## src/design/lcmc_pkg.sv

```systemverilog
package lcmc_pkg;

    localparam int MAX_ENTRIES = 16;
    localparam int IDX_W       = (MAX_ENTRIES > 1) ? $clog2(MAX_ENTRIES) : 1;
    localparam int CNT_W       = $clog2(MAX_ENTRIES + 1);
    localparam int CAP_W       = 5;
    localparam int OCC_W       = 5;
    localparam int PAGE_W      = 32;
    localparam int MISS_W      = 32;

    localparam logic [CAP_W-1:0] CAPACITY_RESET = 5'd16;

    typedef logic [IDX_W-1:0]  t_idx;
    typedef logic [CNT_W-1:0]  t_cnt;
    typedef logic [PAGE_W-1:0] t_page;

    typedef enum logic [1:0] {
        ST_IDLE,
        ST_SCAN,
        ST_WRITE,
        ST_DONE
    } t_state;

    typedef struct packed {
        logic  we;
        t_idx  waddr;
        t_page wdata;
        logic  re;
        t_idx  raddr;
    } t_ram_req;

    // Maps a position in the recency list onto a slot of the circular store.
    function automatic t_idx lcmc_phys(t_idx head, t_cnt pos);
        logic [CNT_W:0] sum;
        sum = {{(CNT_W + 1 - IDX_W){1'b0}}, head} + {1'b0, pos};
        if (sum >= (CNT_W + 1)'(MAX_ENTRIES)) begin
            sum = sum - (CNT_W + 1)'(MAX_ENTRIES);
        end
        return sum[IDX_W-1:0];
    endfunction

    function automatic t_cnt lcmc_eff_cap(logic [CAP_W-1:0] cap);
        t_cnt res;
        if (cap == '0) begin
            res = CNT_W'(1);
        end else if (int'(cap) > MAX_ENTRIES) begin
            res = CNT_W'(MAX_ENTRIES);
        end else begin
            res = CNT_W'(cap);
        end
        return res;
    endfunction

endpackage

```

## src/design/lcmc_in_if.sv

```systemverilog
interface lcmc_in_if import lcmc_pkg::*; ();
    logic                     valid;
    logic                     ready;
    logic signed [PAGE_W-1:0] page;

    modport source (output valid, output page, input ready);
    modport sink   (input valid, input page, output ready);
endinterface

```

## src/design/lcmc_out_if.sv

```systemverilog
interface lcmc_out_if import lcmc_pkg::*; ();
    logic              valid;
    logic              ready;
    logic              hit;
    logic [MISS_W-1:0] miss_total;
    logic [OCC_W-1:0]  occupancy;

    modport source (output valid, output hit, output miss_total, output occupancy, input ready);
    modport sink   (input valid, input hit, input miss_total, input occupancy, output ready);
endinterface

```

## src/design/lcmc_list_ram.sv

```systemverilog
module lcmc_list_ram import lcmc_pkg::*; (
    input  logic     i_clk,
    input  t_ram_req i_req,
    output t_page    o_rdata
);

    t_page mem [MAX_ENTRIES];
    t_page r_rdata;

    always_ff @(posedge i_clk) begin
        if (i_req.we) begin
            mem[i_req.waddr] <= i_req.wdata;
        end
        if (i_req.re) begin
            r_rdata <= mem[i_req.raddr];
        end
    end

    assign o_rdata = r_rdata;

endmodule

```

## src/design/lcmc_ctrl.sv

```systemverilog
module lcmc_ctrl import lcmc_pkg::*; (
    input  logic             i_clk,
    input  logic             i_rst_n,
    input  logic             i_cfg_we,
    input  logic [CAP_W-1:0] i_cfg_wdata,
    lcmc_in_if.sink          i_in,
    lcmc_out_if.source       o_out,
    output t_ram_req         o_req,
    input  t_page            i_rdata
);

    t_state            r_state,   n_state;
    t_page             r_page,    n_page;
    t_idx              r_head,    n_head;
    t_cnt              r_count,   n_count;
    t_cnt              r_rd_pos,  n_rd_pos;
    t_cnt              r_cmp_pos, n_cmp_pos;
    logic              r_found,   n_found;
    logic [CAP_W-1:0]  r_cap;
    logic [MISS_W-1:0] r_miss,    n_miss;
    logic              r_out_valid, n_out_valid;
    logic              r_out_hit,   n_out_hit;
    logic [MISS_W-1:0] r_out_miss,  n_out_miss;
    logic [OCC_W-1:0]  r_out_occ,   n_out_occ;

    t_cnt     cap_eff;
    t_cnt     evict_cnt;
    t_idx     miss_head;
    t_ram_req req;

    assign cap_eff   = lcmc_eff_cap(r_cap);
    // On a miss with the list at or above capacity, drop enough of the
    // least-recent pages to leave one free slot below the capacity.
    assign evict_cnt = (r_count >= cap_eff) ? (r_count - cap_eff + CNT_W'(1)) : '0;
    assign miss_head = lcmc_phys(r_head, evict_cnt);

    always_ff @(posedge i_clk) begin
        if (!i_rst_n) begin
            r_state     <= ST_IDLE;
            r_head      <= '0;
            r_count     <= '0;
            r_rd_pos    <= '0;
            r_cmp_pos   <= '0;
            r_found     <= 1'b0;
            r_cap       <= CAPACITY_RESET;
            r_miss      <= '0;
            r_out_valid <= 1'b0;
        end else begin
            r_state     <= n_state;
            r_head      <= n_head;
            r_count     <= n_count;
            r_rd_pos    <= n_rd_pos;
            r_cmp_pos   <= n_cmp_pos;
            r_found     <= n_found;
            r_miss      <= n_miss;
            r_out_valid <= n_out_valid;
            if (i_cfg_we) begin
                r_cap <= i_cfg_wdata;
            end
        end
    end

    always_ff @(posedge i_clk) begin
        r_page    <= n_page;
        r_out_hit <= n_out_hit;
        r_out_miss <= n_out_miss;
        r_out_occ <= n_out_occ;
    end

    always_comb begin
        n_state     = r_state;
        n_page      = r_page;
        n_head      = r_head;
        n_count     = r_count;
        n_rd_pos    = r_rd_pos;
        n_cmp_pos   = r_cmp_pos;
        n_found     = r_found;
        n_miss      = r_miss;
        n_out_valid = r_out_valid && !o_out.ready;
        n_out_hit   = r_out_hit;
        n_out_miss  = r_out_miss;
        n_out_occ   = r_out_occ;
        req         = '0;

        unique case (r_state)
            ST_IDLE: begin
                if (i_in.valid) begin
                    n_page  = $unsigned(i_in.page);
                    n_found = 1'b0;
                    if (r_count == '0) begin
                        n_state = ST_WRITE;
                    end else begin
                        req.re    = 1'b1;
                        req.raddr = lcmc_phys(r_head, '0);
                        n_rd_pos  = CNT_W'(1);
                        n_cmp_pos = '0;
                        n_state   = ST_SCAN;
                    end
                end
            end
            ST_SCAN: begin
                if (r_rd_pos < r_count) begin
                    req.re    = 1'b1;
                    req.raddr = lcmc_phys(r_head, r_rd_pos);
                    n_rd_pos  = r_rd_pos + CNT_W'(1);
                end
                // Once the page is found, every later entry moves down one
                // place as it streams past, closing the gap.
                if (r_found) begin
                    req.we    = 1'b1;
                    req.waddr = lcmc_phys(r_head, r_cmp_pos - CNT_W'(1));
                    req.wdata = i_rdata;
                end else if (i_rdata == r_page) begin
                    n_found = 1'b1;
                end
                n_cmp_pos = r_cmp_pos + CNT_W'(1);
                if (r_cmp_pos == r_count - CNT_W'(1)) begin
                    n_state = ST_WRITE;
                end
            end
            ST_WRITE: begin
                req.we    = 1'b1;
                req.wdata = r_page;
                if (r_found) begin
                    req.waddr = lcmc_phys(r_head, r_count - CNT_W'(1));
                end else begin
                    req.waddr = lcmc_phys(miss_head, r_count - evict_cnt);
                    n_head    = miss_head;
                    n_count   = r_count - evict_cnt + CNT_W'(1);
                    if (r_miss != '1) begin
                        n_miss = r_miss + MISS_W'(1);
                    end
                end
                n_state = ST_DONE;
            end
            ST_DONE: begin
                if (!r_out_valid || o_out.ready) begin
                    n_out_valid = 1'b1;
                    n_out_hit   = r_found;
                    n_out_miss  = r_miss;
                    n_out_occ   = OCC_W'(r_count);
                    n_state     = ST_IDLE;
                end
            end
            default: begin
                n_state = ST_IDLE;
            end
        endcase
    end

    assign o_req            = req;
    assign i_in.ready       = (r_state == ST_IDLE);
    assign o_out.valid      = r_out_valid;
    assign o_out.hit        = r_out_hit;
    assign o_out.miss_total = r_out_miss;
    assign o_out.occupancy  = r_out_occ;

    a_count_bound: assert property (@(posedge i_clk) disable iff (!i_rst_n)
        r_count <= CNT_W'(MAX_ENTRIES))
        else $error("occupancy beyond the store depth");

    a_no_same_slot: assert property (@(posedge i_clk) disable iff (!i_rst_n)
        (req.we && req.re) |-> (req.waddr != req.raddr))
        else $error("read and write of the same slot in one cycle");

    a_miss_monotonic: assert property (@(posedge i_clk) disable iff (!i_rst_n)
        1'b1 |=> (r_miss >= $past(r_miss)))
        else $error("miss count went backwards");

    a_result_from_done: assert property (@(posedge i_clk) disable iff (!i_rst_n)
        $rose(r_out_valid) |-> ($past(r_state) == ST_DONE))
        else $error("result presented outside the done state");

endmodule

```

## src/design/lru_cache_miss_counter_core.sv

```systemverilog
// Channel   Direction  Handshake            Payload
// i_in      in         valid / ready        page (32-bit signed)
// o_out     out        valid / ready        hit, miss_total, occupancy
// i_cfg     in         i_cfg_we (no wait)   i_cfg_wdata: capacity
//
// The next item is accepted only after the previous result is loaded. An
// item scans the resident pages of the recency store, which reads one entry
// per cycle through its single read port while shifting later entries down
// through its write port.
// Reset clears occupancy, the miss count and the list head and sets capacity
// to 16; the page store itself is not cleared.
// A result waits in the output register while the next item is accepted; a
// finished item holds in its final state until that register is free.
module lru_cache_miss_counter_core import lcmc_pkg::*; (
    input  logic             i_clk,
    input  logic             i_rst_n,
    input  logic             i_cfg_we,
    input  logic [CAP_W-1:0] i_cfg_wdata,
    lcmc_in_if.sink          i_in,
    lcmc_out_if.source       o_out
);

    t_ram_req ram_req;
    t_page    ram_rdata;

    lcmc_ctrl u_ctrl (
        .i_clk       (i_clk),
        .i_rst_n     (i_rst_n),
        .i_cfg_we    (i_cfg_we),
        .i_cfg_wdata (i_cfg_wdata),
        .i_in        (i_in),
        .o_out       (o_out),
        .o_req       (ram_req),
        .i_rdata     (ram_rdata)
    );

    lcmc_list_ram u_ram (
        .i_clk   (i_clk),
        .i_req   (ram_req),
        .o_rdata (ram_rdata)
    );

endmodule
```

## src/flat_wrapper.sv

```systemverilog
// flat-port wrapper written by rule: the top's interface ports become plain ports
module lru_cache_miss_counter_core_flat import lcmc_pkg::*;
  (i_clk, i_rst_n, i_cfg_we, i_cfg_wdata, i_in_valid, i_in_page, i_in_ready, o_out_valid, o_out_hit, o_out_miss_total, o_out_occupancy, o_out_ready);
  lcmc_in_if i_in_i ();
  lcmc_out_if o_out_i ();
  input  logic i_clk;
  input  logic i_rst_n;
  input  logic i_cfg_we;
  input  logic [CAP_W-1:0] i_cfg_wdata;
  input wire logic [$bits(i_in_i.valid)-1:0] i_in_valid;
  input wire logic [$bits(i_in_i.page)-1:0] i_in_page;
  output wire logic [$bits(i_in_i.ready)-1:0] i_in_ready;
  output wire logic [$bits(o_out_i.valid)-1:0] o_out_valid;
  output wire logic [$bits(o_out_i.hit)-1:0] o_out_hit;
  output wire logic [$bits(o_out_i.miss_total)-1:0] o_out_miss_total;
  output wire logic [$bits(o_out_i.occupancy)-1:0] o_out_occupancy;
  input wire logic [$bits(o_out_i.ready)-1:0] o_out_ready;
  assign i_in_i.valid = i_in_valid;
  assign i_in_i.page = i_in_page;
  assign i_in_ready = i_in_i.ready;
  assign o_out_valid = o_out_i.valid;
  assign o_out_hit = o_out_i.hit;
  assign o_out_miss_total = o_out_i.miss_total;
  assign o_out_occupancy = o_out_i.occupancy;
  assign o_out_i.ready = o_out_ready;
  lru_cache_miss_counter_core u_core (.i_clk(i_clk), .i_rst_n(i_rst_n), .i_cfg_we(i_cfg_we), .i_cfg_wdata(i_cfg_wdata), .i_in(i_in_i), .o_out(o_out_i));
endmodule
```

## config.mk

```make
export PLATFORM = sky130hd
export DESIGN_NAME = lru_cache_miss_counter_core_flat
export DESIGN_NICKNAME = d
export VERILOG_FILES = /design/src/design/lcmc_pkg.sv /design/src/design/lcmc_in_if.sv /design/src/design/lcmc_out_if.sv /design/src/design/lcmc_list_ram.sv /design/src/design/lcmc_ctrl.sv /design/src/design/lru_cache_miss_counter_core.sv /design/src/flat_wrapper.sv
export SDC_FILE = /design/constraint.sdc
export NUM_CORES = 1
export LEC_CHECK = 0
export BUFFER_PORTS_ARGS = -buffer_cell sky130_fd_sc_hd__buf_4
export CORE_ASPECT_RATIO = 1.2
export CORE_UTILIZATION = 35
export CTS_CLUSTER_DIAMETER = 120
export CTS_CLUSTER_SIZE = 30
export DETAILED_ROUTE_END_ITERATION = 6
export PLACE_DENSITY_LB_ADDON = 0.25
export SYNTH_ARGS = -nofsm -noshare
export SYNTH_HDL_FRONTEND = slang
export SYNTH_SLANG_ARGS = --single-unit
export TNS_END_PERCENT = 10
```

## constraint.sdc

```tcl
create_clock -name i_clk -period 9.6 [get_ports i_clk]
set_input_delay 1.92 -clock i_clk [delete_from_list [all_inputs] [get_ports i_clk]]
set_output_delay 1.92 -clock i_clk [all_outputs]
set_load 0.03 [all_outputs]
```

==> flow_metrics.py, run 1 <==
metrics = {
    "placed_design": {
        "dpl.hpwl_um": 37900,
        "port_buffers": 81,
        "place_ws_ns": 3.46,
        "gp_congestion": 0.766,
        "place_area_um2": 30400,
    },
    "setup_path": {
        "crit_fanout": 24,
        "crit_required_ns": 9.86,
        "cp_cell_sequence": "nor3_1 -> o21ai_0 -> inv_1 -> ha_1 -> nor2b_1 -> o21ai_1 -> a31o_2 -> and2_2 -> ha_1 -> inv_1 -> fa_1 -> inv_1 -> fa_1 -> xnor2_1 -> o21ai_0 -> a22oi_1 -> nand2b_1 -> nand3_1 -> nor3_2 -> buf_4",
        "critPathCaptureType": "flip-flop",
        "critical-path-top-delay-family": "simple AND/OR/NAND/NOR gates",
        "cp-start-kind": "flip-flop",
        "path_common_cell": "inv_1",
        "rrSetupSlack_ns": 3.51,
        "critPathKind": "reg -> reg",
        "slowest_stage": "nor3_2",
        "arrival_ns": 6.35,
        "cp_num_buf_inv": 4,
        "max_stage_delay_ns": 0.73,
    },
    "yosys": {
        "ys_types": 60,
        "syn-instance-count": 1927,
        "ys_warn_count": 0,
        "syn_area_um2": 28400,
        "muxShareOfSynthArea": 0.0817,
        "synth_area_leaders": "edfxtp_1 (65%), mux2i_1 (8.1%), dfxtp_1 (4.2%)",
        "synth_compound_area_frac": 0.0679,
        "syn-num-nets": 2019,
        "synthXorXnorAreaFrac": 0.0296,
        "synthAdderAreaFrac": 0.0242,
        "synth_top_family_by_area": "simple AND/OR/NAND/NOR gates",
        "synth_seq_area_share": 0.692,
        "synth_top_cell_area_share": 0.650,
        "ys_async_sr_fraction": 0,
        "synth-simple-area-share": 0.0832,
        "yosysTopAreaCell": "edfxtp_1",
        "postSynthAreaPerCell_um2": 14.7,
        "synth_seq_cells": 674,
        "synth-main-ff-cell": "edfxtp_1",
        "synth_edf_count": 614,
    },
    "outcome": {
        "status": "finished, final reports clean",
    },
    "clock_network": {
        "clkSinkCount": 674,
        "h-tree-depth": 1,
        "clockBufferDepth": 3,
        "cts_root_buf": "clkbuf_16",
        "cts_setup_buffers": 0,
        "clkLatencyLatePin_ns": 0.61,
        "holdBufCountCts": 0,
        "cts_resized": 0,
        "cts_buffers": 27,
        "clk_pin_slew_ns": 0.11,
        "cts_tree": "built",
    },
    "routing": {
        "drtPass1Iterations": 5,
        "wl_per_cell_um": 22.0,
        "drc": 0,
        "vias": 15875,
        "routed_wl_um": 66700,
        "drtIter0Drc": 1322,
        "vias_per_cell": 5.23,
        "antenna_left": 0,
    },
    "floorplan": {
        "initial_core_util": 0.353,
        "io_pins": 82,
        "die_h_um": 314,
        "num_rows": 114,
        "core_um2": 80400,
        "dieArea_um2": 82200,
        "die_x_um": 262,
    },
    "min_path": {
        "hold_path.class": "reg -> reg",
    },
    "global_route": {
        "grt_usage": 0.161,
        "grt_pass1_wl_um": 100000,
        "grt_overflow_total": 0,
        "antenna_found_initial": 0,
        "grt_max_degree": 151,
        "grt_pass1_vias": 15785,
    },
    "sta": {
        "setup_viol_count_final": 0,
        "worst_pin_slew_ns": 1.12,
        "final_max_slew_viol_count": 0,
        "max-slew-margin-rel": 0.236,
        "period_needed_ns": 6.09,
        "finalClockSkew_ns": 0.0187,
        "final.setup.worst_slack_ns": 3.51,
        "finalHoldViolations": 0,
        "fin_crit_sh": 0.634,
        "rsz0062_at_grt": "false",
        "max_freq_mhz": 164,
        "setup-tns-final_ns": 0,
    },
    "cells_and_area": {
        "fin_nets": 2068,
        "drive_gt1_frac": 0.0950,
        "syn2layout_area_growth_pct": 9.79,
        "diodes": 0,
        "design_area_um2": 31200,
        "fill_cells": 7522,
    },
    "power_and_ir_drop": {
        "power.density_nw_per_um2": 224,
        "p_total_mw": 6.97,
        "p_leak_nw": 11.5,
        "ir_worst_vdd_v": 0.000224,
    },
    "run": {
        "maxCapViolCount": 0,
    },
}
synthesized netlist by cell type, types with 6 or more instances:
cell / instances
nor3_1: 13
mux2i_1: 230
a21o_1: 7
nor4_1: 12
and2_1: 33
a21oi_1: 18
xnor2_1: 52
and3_1: 6
o21ai_0: 23
nand4_1: 15
a22oi_1: 34
ha_1: 42
edfxtp_1: 614
o311ai_1: 32
buf_4: 14
xor2_1: 44
fa_1: 8
nor2_1: 60
buf_2: 26
nand2b_1: 7
dfxtp_1: 60
nand3_1: 52
a32oi_1: 34
buf_1: 9
a211oi_1: 74
nand2_1: 192
nor2b_1: 78
inv_1: 34
clkbuf_1: 49
power by group:
part / total, mW / switching, mW / internal (mW)
clock: 1.42 / 0.883 / 0.539
combinational: 1.90 / 1.27 / 0.630
sequential: 3.65 / 0.160 / 3.49
sequential cells by signal, summed over array words and instances (netlist names), 32 cells and up:
signal,count
u_core.u_ram.mem,512
u_core.u_ctrl.o_out.miss_total,32
u_core.u_ctrl.r_miss,32
u_core.u_ctrl.r_page,32
u_core.u_ram.o_rdata,32
per-stage QoR:
| stage | hold WS, ns | std cells | util |
|---|---|---|---|
| floorplan | 0.408 | 1927 | - |
| global placement | 0.448 | 2991 | 0.378 |
| detailed placement | 0.455 | 2991 | 0.378 |
| CTS | 0.483 | 3033 | 0.387 |
| global route | 0.515 | 3033 | 0.387 |
| finish | 0.492 | 3033 | 0.387 |
per-layer routing:
layer,vias up,share of wire,global-route usage
met4,0,0.022,0.0398
met2,307,0.49,0.273
met5,-,0,0
met1,8148,0.45,0.221
met3,71,0.036,0.0148
li1,7349,-,-
logic make-up after synthesis:
kind of cell	Yosys count
buffers and inverters	135
and+or+nand+nor	486
muxes	231
adders and majority gates	50
xor gates and xnor gates	96
AOI/OAI and AO/OA	255
DFF	674
worst paths after layout:
| kind | start | to | cells past startpoint |
|---|---|---|---|
| worst max-delay path | u_core.u_ctrl.r_cap[2] | u_core.u_ram.mem[10][20] | 20 |
| worst min-delay path | u_core.u_ctrl.r_miss[14] | u_core.u_ctrl.o_out.miss_total[14] | 0 |
| worst max register to register | u_core.u_ctrl.r_cap[2] | u_core.u_ram.mem[10][20] | 20 |
| worst min register to register | u_core.u_ctrl.r_miss[14] | u_core.u_ctrl.o_out.miss_total[14] | 0 |
cells in the final DEF (no fill, tap or decap), types with 12 or more instances in the layout:
| cell | instances |
|---|---|
| nor3_1 | 12 |
| clkbuf_16 | 27 |
| a21oi_1 | 16 |
| a22oi_1 | 33 |
| nor2_1 | 60 |
| a211oi_1 | 67 |
| inv_1 | 33 |
| mux2i_1 | 229 |
| and2_1 | 33 |
| xnor2_1 | 52 |
| o21ai_0 | 22 |
| nand3_1 | 52 |
| edfxtp_1 | 614 |
| ha_1 | 41 |
| nand2_1 | 191 |
| o311ai_1 | 32 |
| nor2b_1 | 77 |
| dfxtp_1 | 60 |
| nand4_1 | 15 |
| buf_4 | 118 |
| xor2_1 | 44 |
| a32oi_1 | 33 |
area by class of cell:
cell class                 instances  area (um^2)  area share
sequential                       674        19600       0.630
multi-input combinational       1118         8380       0.269
tap                             1044         1310      0.0419
timing repair buffer             120          926      0.0297
clock buffer                      37          713      0.0229
inverter                          35          131     0.00422
clock inverter                     5         57.6     0.00185
(Power assumes the default switching activity.)
==> run 2: changes to the inputs <==
clock period = 5.2 ns   (was 9.6 ns; I/O delays follow)
==> flow_metrics.py, run 2 (synthesis results as in run 1) <==
metrics = {
    "floorplan": {
        "num_rows": 114,
        "core_um2": 80400,
        "die_x_um": 262,
        "die_h_um": 314,
        "dieArea_um2": 82200,
        "initial_core_util": 0.353,
        "io_pins": 82,
    },
    "run": {
        "maxCapViolCount": 0,
    },
    "global_route": {
        "grt_usage": 0.164,
        "grt_pass1_vias": 16127,
        "grt_max_degree": 80,
        "grt_pass1_wl_um": 102000,
        "grt_overflow_total": 0,
        "antenna_found_initial": 1,
    },
    "cells_and_area": {
        "final_util": 0.396,
        "layout_common_cells": "edfxtp_1 (614), mux2i_1 (229), nand2_1 (191), buf_4 (140), nor2b_1 (77)",
        "multi_input_area_um2": 8480,
        "fill_cells": 7518,
        "diodes": 0,
        "fin_nets": 2110,
        "regArea_um2": 19600,
        "drive_gt1_frac": 0.116,
        "largest_reg_flops": 512,
        "layout.cells.non_filler": 3083,
        "final_common_cell": "edfxtp_1",
        "syn2layout_area_growth_pct": 12.2,
        "largest_register": "u_core.u_ram.mem",
    },
    "power_and_ir_drop": {
        "ir_worst_vdd_v": 0.000580,
        "p_total_mw": 13.3,
        "power.density_nw_per_um2": 418,
        "p_leak_nw": 11.9,
    },
    "setup_path": {
        "rrSetupSlack_ns": 0.21,
        "cp-start-kind": "flip-flop",
        "crit_required_ns": 5.54,
        "critPathCaptureType": "flip-flop",
        "reg2reg_from": "u_core.u_ctrl.r_cap[1]",
        "crit_fanout": 16,
        "arrival_ns": 5.32,
        "critPathKind": "reg -> reg",
        "reg2reg_depth": 20,
        "r2r-end": "u_core.u_ram.mem[14][18]",
    },
    "sta": {
        "final_max_slew_viol_count": 0,
        "fin_crit_sh": 0.959,
        "max_freq_mhz": 201,
        "setup-tns-final_ns": 0,
        "period_needed_ns": 4.99,
        "finalClockSkew_ns": 0.0567,
        "setup_viol_count_final": 0,
        "worst_pin_slew_ns": 1.25,
        "max-slew-margin-rel": 0.164,
        "finalHoldViolations": 0,
    },
    "min_path": {
        "hold_path.class": "reg -> reg",
        "hold_start": "u_core.u_ctrl.r_miss[27]",
        "holdPathEnd": "u_core.u_ctrl.o_out.miss_total[27]",
        "hold_depth": 0,
    },
    "clock_network": {
        "holdBufCountCts": 0,
        "clockBufferDepth": 3,
        "cts_buffers": 27,
        "clkLatencyLatePin_ns": 0.65,
        "cts_root_buf": "clkbuf_16",
        "cts_tree": "built",
        "h-tree-depth": 1,
        "clk_pin_slew_ns": 0.12,
        "clkSinkCount": 674,
    },
    "routing": {
        "drc": 0,
        "routed_wl_um": 68000,
        "vias_per_cell": 5.18,
        "drtPass1Iterations": 5,
        "antenna_left": 0,
        "wl_per_cell_um": 22.0,
        "drtIter0Drc": 1553,
        "vias": 15981,
    },
    "placed_design": {
        "dpl.hpwl_um": 44100,
        "dp.cells": 3026,
        "gp_congestion": 0.798,
        "port_buffers": 81,
    },
    "outcome": {
        "status": "finished, final reports clean",
    },
}
-- run 2: changes by cell type in the layout (fill, tap and decap cells not counted), sizes merged --
cell,previous run,this run
clkbuf,37,46
inv,38,37
buf,120,160
clkinv,1,3
-- run 2: where the power goes --
part	internal [mW]	leakage, nW	total (mW)	switching [mW]
clock network	1.02	0.382	2.68	1.66
logic	1.33	5.34	3.96	2.63
registers	6.44	6.15	6.68	0.240
-- run 2: metal layers --
| metal | vias up | part of all wire | GRT usage |
|---|---|---|---|
| li1 | 7437 | - | - |
| met1 | 8155 | 0.46 | 0.234 |
| met2 | 334 | 0.48 | 0.271 |
| met3 | 55 | 0.040 | 0.0155 |
| met4 | 0 | 0.016 | 0.0321 |
| met5 | - | 0 | 0 |
-- run 2: worst max-delay path by stage --
stage,from,endpoint,slack (ns)
final,u_core.u_ctrl.r_cap[1],u_core.u_ram.mem[14][18],0.21
after floorplan,u_core.u_ctrl.r_cap[1],u_core.u_ram.mem[11][0],-0.74
after global placement,u_core.u_ctrl.r_cap[1],u_core.u_ram.mem[9][4],0.20
after detailed placement,u_core.u_ctrl.r_cap[1],u_core.u_ram.mem[9][10],0.17
after CTS,u_core.u_ctrl.r_cap[1],u_core.u_ram.mem[9][28],0.13
after global routing,u_core.u_ctrl.r_cap[3],u_core.u_ram.mem[14][28],-0.05
-- run 2: worst max-delay path, stage by stage (launching register included) --
cell and delay (ns):
dfxtp_1 0.37, nor3_1 0.06, o21ai_1 0.23, inv_1 0.10, ha_1 0.34, nor2b_1 0.06
o21ai_1 0.12, a31o_2 0.24, and2_2 0.18, ha_1 0.17, inv_1 0.06, fa_1 0.40
xnor2_2 0.17, ha_1 0.36, and3_1 0.21, a221oi_2 0.29, xnor2_2 0.19, mux2_4 0.44
nor4_4 0.32, buf_4 0.21, buf_12 0.18
-- run 2: cell type report --
type | count | area share
Clock buffer | 44 | 0.0232
Multi-Input combinational cell | 1118 | 0.266
Tap cell | 1044 | 0.0410
Sequential cell | 674 | 0.617
Timing Repair Buffer | 162 | 0.0469
Clock inverter | 6 | 0.00204
Inverter | 35 | 0.00412
-- run 2: what timing repair did --
item,in CTS,in global routing
setup buffers,0,5
setup endpoints to repair,0,485
resized for setup,0,9
endpoints found under the hold margin,0,0
-- run 2: stage by stage --
stage / worst slack, ns / hold WS [ns] / instance area (um^2)
after floorplan: -0.738 / 0.408 / 28500
after global placement: 0.203 / 0.441 / 30900
after detailed placement: 0.167 / 0.430 / 30900
after CTS: 0.129 / 0.459 / 31700
after global routing: -0.0510 / 0.490 / 31900
final: 0.215 / 0.452 / 31900
==> run 3: changes to the inputs <==
CAP_MARGIN = 0   (was not set)
CORE_UTILIZATION = 56   (was 35)
==> flow_metrics.py, run 3 (synthesis results as in run 1) <==
metrics = {
    "global_route": {
        "grt_usage": 0.241,
        "grt_max_degree": 129,
        "grt_pass1_vias": 15911,
        "antenna_found_initial": 1,
        "grt_overflow_total": 0,
        "grt_pass1_wl_um": 94600,
    },
    "sta": {
        "final.setup.worst_slack_ns": 0.342,
        "rsz0062_at_grt": "false",
        "worst_pin_slew_ns": 1.38,
        "max_freq_mhz": 206,
        "fin_crit_sh": 0.934,
        "max-slew-margin-rel": 0.0782,
        "finalHoldViolations": 0,
        "finalClockSkew_ns": 0.0329,
        "final_max_slew_viol_count": 0,
        "worst_hold_slack_ns": 0.465,
        "setup_viol_count_final": 0,
        "period_needed_ns": 4.86,
    },
    "clock_network": {
        "clkSinkCount": 674,
        "clkLatencyLatePin_ns": 0.61,
        "cts_tree": "built",
        "cts_buffers": 26,
        "clk_pin_slew_ns": 0.11,
        "clockBufferDepth": 3,
        "cts_root_buf": "clkbuf_16",
        "holdBufCountCts": 0,
        "h-tree-depth": 1,
    },
    "outcome": {
        "status": "finished, final reports clean",
    },
    "cells_and_area": {
        "fin_nets": 2089,
        "largest_reg_flops": 512,
        "diodes": 0,
        "final_common_cell": "edfxtp_1",
        "layout_common_cells": "edfxtp_1 (614), mux2i_1 (229), nand2_1 (191), buf_4 (118), nor2b_1 (77)",
        "design_area_um2": 31200,
        "largest_register": "u_core.u_ram.mem",
        "syn2layout_area_growth_pct": 9.89,
        "drive_gt1_frac": 0.105,
        "final_util": 0.622,
    },
    "routing": {
        "vias": 16106,
        "antenna_left": 0,
        "wl_per_cell_um": 23.6,
        "drtPass1Iterations": 5,
        "drtIter0Drc": 1344,
        "drc": 0,
        "vias_per_cell": 6.05,
        "routed_wl_um": 62800,
    },
    "setup_path": {
        "crit_start": "u_core.u_ctrl.r_cap[4]",
        "crit_required_ns": 5.48,
        "critPathKind": "reg -> reg",
        "crit_fanout": 32,
        "r2r-end": "u_core.u_ram.mem[11][25]",
        "reg2reg_from": "u_core.u_ctrl.r_cap[4]",
        "cp-start-kind": "flip-flop",
        "rrSetupSlack_ns": 0.34,
        "arrival_ns": 5.14,
        "reg2reg_depth": 18,
        "critPathCaptureType": "flip-flop",
    },
    "placed_design": {
        "place_ws_ns": -0.0231,
        "port_buffers": 81,
        "dpl.hpwl_um": 39100,
        "gp_congestion": 0.814,
        "place_area_um2": 30400,
    },
    "floorplan": {
        "die_h_um": 249,
        "dieArea_um2": 51600,
        "io_pins": 82,
        "initial_core_util": 0.566,
        "die_x_um": 208,
        "core_um2": 50100,
        "num_rows": 90,
    },
    "run": {
        "maxCapViolCount": 0,
    },
    "power_and_ir_drop": {
        "p_leak_nw": 11.8,
        "power.density_nw_per_um2": 421,
        "ir_worst_vdd_v": 0.000369,
    },
    "min_path": {
        "hold_depth": 0,
        "holdPathEnd": "u_core.u_ctrl.o_out.miss_total[27]",
        "hold_path.class": "reg -> reg",
        "hold_start": "u_core.u_ctrl.r_miss[27]",
    },
}
-- run 3: cell types whose count changed in the layout (fill, tap and decap cells not counted), moves of 2 or more --
cell	change
buf_12	+3
buf_4	-22
clkbuf_1	+3
inv_6	-2
-- run 3: worst max-delay path by stage --
stage	to	depth (start not counted)
after global placement	u_core.u_ram.mem[2][13]	19
final	u_core.u_ram.mem[11][25]	18
after floorplan	u_core.u_ram.mem[11][0]	18
after global routing	u_core.u_ram.mem[2][8]	20
after detailed placement	u_core.u_ram.mem[2][7]	18
after CTS	u_core.u_ram.mem[9][29]	18
-- run 3: critical path, cell delays in order, from the launching register on --
cell and delay [ns]:
dfxtp_1 0.32, inv_1 0.17, nand2_1 0.10, ha_1 0.35
a21oi_1 0.19, o21ai_1 0.09, a31o_2 0.27, and2_2 0.21
ha_1 0.19, inv_1 0.07, fa_1 0.43, inv_1 0.12
ha_1 0.23, and3_1 0.17, a221oi_2 0.29, xnor2_2 0.22
mux2_4 0.45, nor4_4 0.36, buf_12 0.29
-- run 3: final cells by class --
type | instances | area (um^2)
Multi-Input combinational cell | 1118 | 8480
Sequential cell | 674 | 19600
Inverter | 35 | 131
Clock buffer | 47 | 751
Tap cell | 644 | 806
Clock inverter | 1 | 16.3
Fill cell | 3633 | 18900
Timing Repair Buffer | 142 | 1360
-- run 3: routing by layer --
metal / vias up / GRT usage / part of all wire
li1: 7408 / - / -
met3: 58 / 0.0344 / 0.069
met1: 8106 / 0.327 / 0.41
met4: 0 / 0.0544 / 0.016
met2: 534 / 0.414 / 0.50
met5: - / 0 / 0
-- run 3: power breakdown --
group	total, mW	switching [mW]	internal [mW]	leakage, nW
clock network	2.56	1.56	1.00	0.364
logic	3.90	2.61	1.29	5.25
registers	6.67	0.233	6.43	6.15
total	13.1	4.40	8.73	11.8
-- run 3: timing repair --
action | 4_1_cts | 5_1_grt
cloned | 0 | 1
pin swaps | 0 | 1
buffers inserted | 0 | 2
endpoints found under the setup margin | 77 | 507
resized for setup | 1 | 5
-- run 3: per-stage QoR --
step	TNS [ns]	cells	power (mW)
final	0	2661	13.1
after global placement	-0.0318	2610	10.5
after CTS	0	2658	13.1
after detailed placement	-0.496	2610	10.6
after global routing	0	2661	13.7
after floorplan	-225.48	1927	9.09
